==> src/sv/sida_pkg.sv <==
// shared types, constants and the double dabble step for the decimal ascii converter
package sida_pkg;

    localparam int VALUE_W = 32;
    localparam int DIGITS = 10;
    localparam int BCD_W = 4 * DIGITS;
    localparam int STEPS_PER_STAGE = 4;
    localparam int NUM_STAGES = VALUE_W / STEPS_PER_STAGE;
    localparam int IDX_W = $clog2(DIGITS);
    localparam int CHAR_W = 8;

    localparam logic [CHAR_W-1:0] CHAR_ZERO = 8'd48;
    localparam logic [CHAR_W-1:0] CHAR_MINUS = 8'd45;

    typedef struct packed {
        logic               neg;
        logic [VALUE_W-1:0] bin;
        logic [BCD_W-1:0]   bcd;
    } dd_t;

    // one shift-and-add-3 step
    function automatic dd_t dabble_step(dd_t d);
        dd_t r;
        r = d;
        for (int i = 0; i < DIGITS; i++)
        begin
            if (r.bcd[4*i +: 4] >= 4'd5)
            begin
                r.bcd[4*i +: 4] = r.bcd[4*i +: 4] + 4'd3;
            end
        end
        r.bcd = {r.bcd[BCD_W-2:0], r.bin[VALUE_W-1]};
        r.bin = {r.bin[VALUE_W-2:0], 1'b0};
        return r;
    endfunction

endpackage

==> src/sv/sida_dabble_stage.sv <==
// one pipeline stage of the binary to bcd conversion
module sida_dabble_stage (
    input  logic          clk,
    input  logic          rst_n,
    input  logic          in_valid,
    output logic          in_ready,
    input  sida_pkg::dd_t in_data,
    output logic          out_valid,
    input  logic          out_ready,
    output sida_pkg::dd_t out_data
);
    import sida_pkg::*;

    logic valid_reg;
    dd_t  data_reg;
    dd_t  data_next;

    always_comb
    begin
        data_next = in_data;
        for (int s = 0; s < STEPS_PER_STAGE; s++)
        begin
            data_next = dabble_step(data_next);
        end
    end

    assign in_ready = !valid_reg || out_ready;
    assign out_valid = valid_reg;
    assign out_data = data_reg;

    always_ff @(posedge clk or negedge rst_n)
    begin
        if (!rst_n)
        begin
            valid_reg <= 1'b0;
        end
        else if (in_ready)
        begin
            valid_reg <= in_valid;
        end
    end

    always_ff @(posedge clk)
    begin
        if (in_ready && in_valid)
        begin
            data_reg <= data_next;
        end
    end

endmodule

==> src/sv/sida_serializer.sv <==
// emits the sign and the significant bcd digits one character per transfer
module sida_serializer (
    input  logic                        clk,
    input  logic                        rst_n,
    input  logic                        in_valid,
    output logic                        in_ready,
    input  sida_pkg::dd_t               in_data,
    output logic                        out_valid,
    input  logic                        out_ready,
    output logic [sida_pkg::CHAR_W-1:0] out_char,
    output logic                        out_last
);
    import sida_pkg::*;

    logic             busy_reg;
    logic             neg_reg;
    logic [BCD_W-1:0] bcd_reg;
    logic [IDX_W-1:0] idx_reg;
    logic [IDX_W-1:0] top_idx;
    logic             out_xfer;
    logic             load;

    // highest nonzero digit, zero gives a single digit
    always_comb
    begin
        top_idx = '0;
        for (int i = 0; i < DIGITS; i++)
        begin
            if (in_data.bcd[4*i +: 4] != 4'd0)
            begin
                top_idx = IDX_W'(i);
            end
        end
    end

    assign out_valid = busy_reg;
    assign out_char = neg_reg ? CHAR_MINUS : (CHAR_ZERO + {4'd0, bcd_reg[4*idx_reg +: 4]});
    assign out_last = !neg_reg && (idx_reg == '0);
    assign out_xfer = out_valid && out_ready;
    assign in_ready = !busy_reg || (out_xfer && out_last);
    assign load = in_valid && in_ready;

    always_ff @(posedge clk or negedge rst_n)
    begin
        if (!rst_n)
        begin
            busy_reg <= 1'b0;
            neg_reg <= 1'b0;
            idx_reg <= '0;
        end
        else if (load)
        begin
            busy_reg <= 1'b1;
            neg_reg <= in_data.neg;
            idx_reg <= top_idx;
        end
        else if (out_xfer)
        begin
            if (neg_reg)
            begin
                neg_reg <= 1'b0;
            end
            else if (idx_reg == '0)
            begin
                busy_reg <= 1'b0;
            end
            else
            begin
                idx_reg <= idx_reg - 1'b1;
            end
        end
    end

    always_ff @(posedge clk)
    begin
        if (load)
        begin
            bcd_reg <= in_data.bcd;
        end
    end

endmodule

==> src/sv/signed_int_to_decimal_ascii_core.sv <==
// Converts a signed 32-bit integer to decimal ascii text, one character per output transfer,
// most significant first: a minus sign for negative values, then the digits of the magnitude
// without leading zeros (zero gives a single '0'); tlast marks the last character of each
// number. An input register takes the magnitude, eight stages of four shift-and-add-3 steps
// each build the bcd digits, and a serializer sends the characters. Each number gives one to
// eleven characters, one per output transfer, so the serializer limits the sustained throughput;
// it takes the next number as the last character of the current one is transferred.
// Up to ten numbers wait in the pipeline while the output is busy or stalled.
module signed_int_to_decimal_ascii_core (
    input  logic        clk,
    input  logic        rst_n,
    input  logic        s_tvalid,
    output logic        s_tready,
    input  logic [31:0] s_tdata,    // value[31:0]
    output logic        m_tvalid,
    input  logic        m_tready,
    output logic [7:0]  m_tdata,    // character[7:0]
    output logic        m_tlast
);
    import sida_pkg::*;

    logic valid_reg;
    dd_t  data_reg;
    dd_t  data_next;

    logic stg_valid [NUM_STAGES+1];
    logic stg_ready [NUM_STAGES+1];
    dd_t  stg_data  [NUM_STAGES+1];

    always_comb
    begin
        data_next.neg = s_tdata[VALUE_W-1];
        data_next.bin = s_tdata[VALUE_W-1] ? (VALUE_W'(0) - s_tdata) : s_tdata;
        data_next.bcd = '0;
    end

    assign s_tready = !valid_reg || stg_ready[0];

    always_ff @(posedge clk or negedge rst_n)
    begin
        if (!rst_n)
        begin
            valid_reg <= 1'b0;
        end
        else if (s_tready)
        begin
            valid_reg <= s_tvalid;
        end
    end

    always_ff @(posedge clk)
    begin
        if (s_tready && s_tvalid)
        begin
            data_reg <= data_next;
        end
    end

    assign stg_valid[0] = valid_reg;
    assign stg_data[0] = data_reg;

    for (genvar g = 0; g < NUM_STAGES; g++)
    begin : g_stage
        sida_dabble_stage u_stage (
            .clk       (clk),
            .rst_n     (rst_n),
            .in_valid  (stg_valid[g]),
            .in_ready  (stg_ready[g]),
            .in_data   (stg_data[g]),
            .out_valid (stg_valid[g+1]),
            .out_ready (stg_ready[g+1]),
            .out_data  (stg_data[g+1])
        );
    end

    sida_serializer u_ser (
        .clk       (clk),
        .rst_n     (rst_n),
        .in_valid  (stg_valid[NUM_STAGES]),
        .in_ready  (stg_ready[NUM_STAGES]),
        .in_data   (stg_data[NUM_STAGES]),
        .out_valid (m_tvalid),
        .out_ready (m_tready),
        .out_char  (m_tdata),
        .out_last  (m_tlast)
    );

endmodule

==> config.mk <==
export PLATFORM = sky130hd
export DESIGN_NAME = signed_int_to_decimal_ascii_core
export DESIGN_NICKNAME = d
export VERILOG_FILES = /design/src/sv/sida_pkg.sv /design/src/sv/sida_dabble_stage.sv /design/src/sv/sida_serializer.sv /design/src/sv/signed_int_to_decimal_ascii_core.sv
export SDC_FILE = /design/constraint.sdc
export NUM_CORES = 1
export LEC_CHECK = 0
export ABC_AREA = 0
export BUFFER_PORTS_ARGS = -buffer_cell sky130_fd_sc_hd__buf_2
export CAP_MARGIN = 15
export CORE_MARGIN = 3
export CORE_UTILIZATION = 35
export DETAILED_ROUTE_END_ITERATION = 10
export GPL_TIMING_DRIVEN = 0
export PLACE_DENSITY = 0.55
export SLEW_MARGIN = 10
export SYNTH_ARGS = -nofsm -noshare
export SYNTH_HDL_FRONTEND = slang
export SYNTH_SLANG_ARGS = --single-unit
==> constraint.sdc <==
create_clock -name clk -period 7.4 [get_ports clk]
set_input_delay 0.37 -clock clk [delete_from_list [all_inputs] [get_ports clk]]
set_output_delay 0.37 -clock clk [all_outputs]
set_load 0.01 [all_outputs]
# Word-level counts from Yosys, hierarchy flattened
# Index checks and enable logic that the tools add are counted.
# Widths: inputs -> output; s select.
[word_totals]
regBits = 488
inputBits = 36
output_inout_bits = 11
[classes]
add_sub_neg = 268
n_lt_le_gt_ge = 265
eq_ne = 2
shifts = 1
muxes = 286
n_reduce_logical = 48
[ops]
columns = ["op", "count"]
rows = [
  ["$ge 4x3->1 const B", 255],
  ["$mux 4", 253],
  ["$add 4x2->4 const B", 234],
  ["$mux 3", 22],
  ["$add 3x2->3 const B", 21],
  ["$shiftx 40x7->4", 1],
  ["$reduce_bool 4->1", 9],
  ["$sub 1x32->32 const A", 1],
  ["$mux 31", 1],
  ["$add 1x2->3 const B", 8],
  ["$ge 1x3->1 const B", 8],
  ["$logic_and 1x1->1", 13],
  ["$logic_not 1->1", 11],
  ["$logic_or 1x1->1", 10],
  ["$mux 1", 9],
  ["$mux 8", 1],
  ["$add 6x4->7 const A", 1],
  ["$add 1x2->3 const AB", 2],
  ["$ge 1x3->1 const AB", 2],
  ["$reduce_and 3->1", 2],
  ["$logic_not 4->1", 1],
  ["$reduce_bool 2->1", 2],
  ["$sub 4x1->4 const B", 1],
  ["$ne 2x1->1 const B", 1],
  ["$ne 2x2->1 const B", 1],
]

# Logic depth before layout (Yosys ltp)
[logic_depth]
depth_word = 14
depth_mapped = 20

# Hierarchy
# From an unflattened synthesis, not the netlist that was laid out.
[unflattened]
hier_cells = 7177
hier_area_um2 = 62053.3
[by_module_without_submodules]
columns = ["mod", "n_inst", "cells_each", "area_each_um2"]
rows = [
  ["sida_dabble_stage", 8, 862, 7263.2],
  ["sida_serializer", 1, 146, 2139.6],
  ["signed_int_to_decimal_ascii_core", 1, 135, 1808.0],
]

# Worst setup path before layout
# No wires, ideal clock.
[synth_timing]
path_kind = "flip-flop to flip-flop"
from = "register u_ser.idx_reg[0]"
to = "register g_stage[4].u_stage.data_reg, in the netlist g_stage[4].u_stage.out_data[0] (enable)"
setup_ps = 440
t_arrival_ps = 3525
t_required_ps = 6960
slack_ps = 3435
path_stages_with_launch = 11
path_buffers = 2
synth_period_minus_slack_ps = 3965
path_cell_list = "dfrtp_1 clkbuf_1 buf_1 inv_1 ha_1 nand2_1 o21a_1 nand3_1 inv_1 and3_1 nor2b_1"
[synth_via]
elab_chain_cells = 9
[synth_lines]
columns = ["item", "line_no", "text"]
rows = [
  ["start, declared", "sida_serializer.sv:18", "logic [IDX_W-1:0] idx_reg;"],
  ["start signal, assigned", "sida_serializer.sv:55", "idx_reg <= top_idx;"],
  ["start signal, assigned", "sida_serializer.sv:69", "idx_reg <= idx_reg - 1'b1;"],
  ["$logic_not 4->1", "sida_serializer.sv:38", "assign out_last = !neg_reg && (idx_reg == '0);"],
  ["$logic_and 1x1->1", "sida_serializer.sv:38", ""],
  ["$logic_and 1x1->1", "sida_serializer.sv:40", "assign in_ready = !busy_reg || (out_xfer && out_last);"],
  ["$logic_or 1x1->1", "sida_serializer.sv:40", ""],
  ["$logic_or 1x1->1 (4 in a row)", "sida_dabble_stage.sv:27", "assign in_ready = !valid_reg || out_ready;"],
  ["$logic_and 1x1->1", "sida_dabble_stage.sv:45", "if (in_ready && in_valid)"],
  ["end signal, assigned", "sida_dabble_stage.sv:47", "data_reg <= data_next;"],
  ["end, declared", "sida_dabble_stage.sv:15", "dd_t data_reg;"],
]
# No other way between the ends.
# A chain may end at the register's enable or synchronous reset.

==> metrics <==
DPL Wire Length 41000 µm; Slew @ Worst Pin 0.819 ns; crit path launch type register; GRT Total Usage 12.0%; vias in the first global route 20600; sequential-to-total area share from yosys stat 39.3%; Worst EP arrival 4.75 ns; final hold viol count 0; share of layout cells above drive strength 1 12.3%; DR iter-0 viols 1304; async set-reset flop share out of synthesis 3.82%; Die Y 298 µm; Clk pin slew, worst setup/hold paths 0.07 ns; dpl cell area 31700 µm²; Crit Path Class register to register; HP Start s_tdata[0]; root buffer cell clkbuf_16; routing usage on met3 1.71%; WHS Path Cells 1; Post-route DRC 0; Yosys Warn Count 0; MaxCap Viol Count 0; worst-skew pair later-pin latency 0.59 ns; Slew Limit Fails 0; R2R Setup Slk 2.95 ns; hold endpoint data_reg[40]; synthesized area per cell 9.61 µm²; GR Layer Usage met1 15.6%; Overflow after GRT 0; gpl congestion 0.824; Clock Sinks 393; number of flops mapped to enable cells by yosys 378; Ant. Diodes 0; first-pass GRT wire length 94000 µm; core area 84100 µm²; CTS tree yes; Tcrit/Tclk final 60.1%; Top FF cell, synth edfxtp_1; library cells used by synthesis 111; WL final 55200 µm; number of synthesized register bits 393; Die Wd 298 µm; CTS H-Tree Depth 2; Worst Setup End Kind register; P_leak 0.0119 µW; Final ANT Viol Nets 0; Design Area, Final 33200 µm²; I/O pin cnt 47; final hold slack 0.0654 ns; worst min path class input pin to register; row count 106; worst clock skew 0.0298 ns; maximum root-to-sink buffer count 3; Wirelength per Cell 12.6 µm; Worst Reg-to-Reg Cells 16; NumNets Final 3392; Port-buffer cells 43; die area 88800 µm²; Slew Limit Headroom 45.0%; initial antenna violation count 0; status finished clean; Post-Syn Area 29800 µm²; vias per cell 5.21; largest net degree at the start of global routing 48; met2 usage 20.9%; vias 22800; crit-path max FO 10; RSZ-0062 raised after global routing false; Final min period 4.45 ns; VDD IR max 0.150 mV; Largest register FFs 305; P&R area growth vs syn 11.3%; Starting Density 35.5%; gr busiest metal met2; worst reg2reg path endpoint g_stage[4].u_stage.out_data[22]; CTS buffer count 45; Post-Synthesis Cells 3106; Max Fclk 225 MHz; required time of the critical path 7.71 ns; setup_tns 0 ns; Setup Viol. Count Final 0; Crit Reg-Reg Startpoint g_stage[3].u_stage.out_data[16]; Post-CTS Setup Bufs 0; DR pass1 iterations 5; pwr/cell area 379 nW/µm²
==> cell families (layout without fill, tap and decap cells) <==
family	Yosys count	count (layout)	share of synthesized area (%)
simple gates	802	802	13.1
other cells	2	3	0.0252
mux	160	160	6.09
buf+inv	274	409	3.54
flops	393	393	39.3
compound gates	1127	1127	25.0
xor+xnor	194	194	6.55
fa+ha+maj	154	154	6.43
==> cells in the mapped netlist, drive strengths merged (7+ instances only) <==
master,instances,area share [%]
a211o,8,0.23
a211oi,40,1.0
a21boi,23,0.59
a21o,30,0.76
a21oi,305,5.9
a22o,15,0.44
a22oi,17,0.43
a2bb2oi,8,0.26
a31o,21,0.62
a31oi,82,2.0
and2,17,0.36
and3,11,0.23
buf,15,0.28
clkbuf,69,0.87
dfrtp,15,1.3
edfxtp,378,38
ha,151,6.3
inv,189,2.4
mux2,64,2.4
mux2i,87,3.0
mux4,9,0.68
nand2,216,2.7
nand2b,71,1.5
nand3,64,1.1
nor2,224,2.8
nor2b,29,0.61
nor3,53,0.91
nor3b,50,1.3
nor4,13,0.27
o211ai,26,0.70
o21a,32,0.80
o21ai,332,5.7
o21bai,15,0.38
o221ai,16,0.47
o22a,8,0.23
o22ai,34,0.78
o31ai,31,0.91
o32a,7,0.23
o32ai,14,0.44
or3,21,0.44
xnor2,164,5.5
xor2,30,1.0
==> per-layer routing <==
| metal | vias to the layer above | wire [µm] |
|---|---|---|
| met4 | 0 | 993 |
| li1 | 12000 | - |
| met2 | 257 | 26200 |
| met1 | 10500 | 26300 |
| met5 | - | 0 |
| met3 | 67 | 1710 |
==> cell usage in the layout (no fill, tap or decap), types with 15 or more instances in the layout <==
cell / count
inv_2: 21
o31ai_1: 25
xnor2_2: 29
clkbuf_16: 45
xnor2_1: 135
o211ai_1: 23
or3_1: 21
o21ai_0: 247
o21bai_1: 15
xor2_1: 25
a31o_2: 21
a211oi_1: 38
nand2b_1: 71
nor2b_1: 27
clkbuf_1: 74
a31oi_1: 69
ha_1: 151
a21oi_2: 40
o21a_1: 32
o22ai_1: 31
o21ai_1: 75
mux2i_1: 84
nor2_1: 224
a22oi_1: 17
nor3_1: 52
a22o_1: 15
nand3_1: 64
dfrtp_1: 15
a21o_1: 29
nor3b_1: 47
mux2_2: 56
edfxtp_1: 378
o221ai_1: 16
a21oi_1: 258
inv_1: 168
buf_2: 50
nand2_1: 215
==> what timing repair did <==
action | 4_1_cts | 5_1_grt
hold buffers | 1 | 0
resized for setup | 0 | 0
endpoints found under the hold margin | 15 | 0
==> worst max-delay path, stage by stage (launching register included) <==
cell	delay (ns)
edfxtp_1	0.47
ha_1	0.27
nand2b_1	0.19
a21oi_1	0.18
mux2i_1	0.48
nand2_2	0.20
xnor2_2	0.40
nand2_1	0.14
ha_1	0.20
buf_1	0.20
a211oi_1	0.21
a21oi_1	0.06
ha_1	0.22
o221a_2	0.28
o21ai_2	0.28
a21boi_0	0.23
o221ai_1	0.15
==> power by group <==
group	switching (µW)	total [µW]	leakage [µW]	internal [µW]
logic	4050	7010	0.00756	2960
registers	159	3320	0.00358	3170
clock network	962	2260	0.000721	1300
==> per-stage QoR <==
step / total power, µW / setup slack, ns / util [%] / cells
global route: 13800 / 2.52 / 39.5 / 4376
CTS: 12700 / 2.83 / 39.5 / 4376
global placement: 10300 / 1.89 / 37.4 / 4284
finish: 12600 / 2.95 / 39.5 / 4376
floorplan: 9170 / 3.44 / - / 3107
detailed placement: 10400 / 2.95 / 37.7 / 4291
==> final cells by class <==
cell class / count / area [µm²]
Buffer: 84 / 343
Timing Repair Buffer: 51 / 395
Fill cell: 8364 / 50900
Tap cell: 1134 / 1420
Clock buffer: 51 / 1160
Multi-Input combinational cell: 2440 / 17100
Inverter: 190 / 714
Clock inverter: 33 / 364
Sequential cell: 393 / 11700
==> worst max-delay path by stage <==
| stage | from | end | slack [ns] | cells after the start |
|---|---|---|---|---|
| floorplan | u_ser.idx_reg[0] | g_stage[4].u_stage.out_data[0] | 3.44 | 10 |
| global placement | u_ser.idx_reg[0] | g_stage[4].u_stage.out_data[64] | 1.89 | 10 |
| detailed placement | g_stage[3].u_stage.out_data[16] | g_stage[4].u_stage.out_data[22] | 2.95 | 16 |
| CTS | u_ser.idx_reg[0] | s_tready | 2.83 | 12 |
| global route | g_stage[3].u_stage.out_data[16] | g_stage[4].u_stage.out_data[22] | 2.52 | 16 |
| finish | g_stage[3].u_stage.out_data[16] | g_stage[4].u_stage.out_data[22] | 2.95 | 16 |
(Power assumes the default switching activity.)
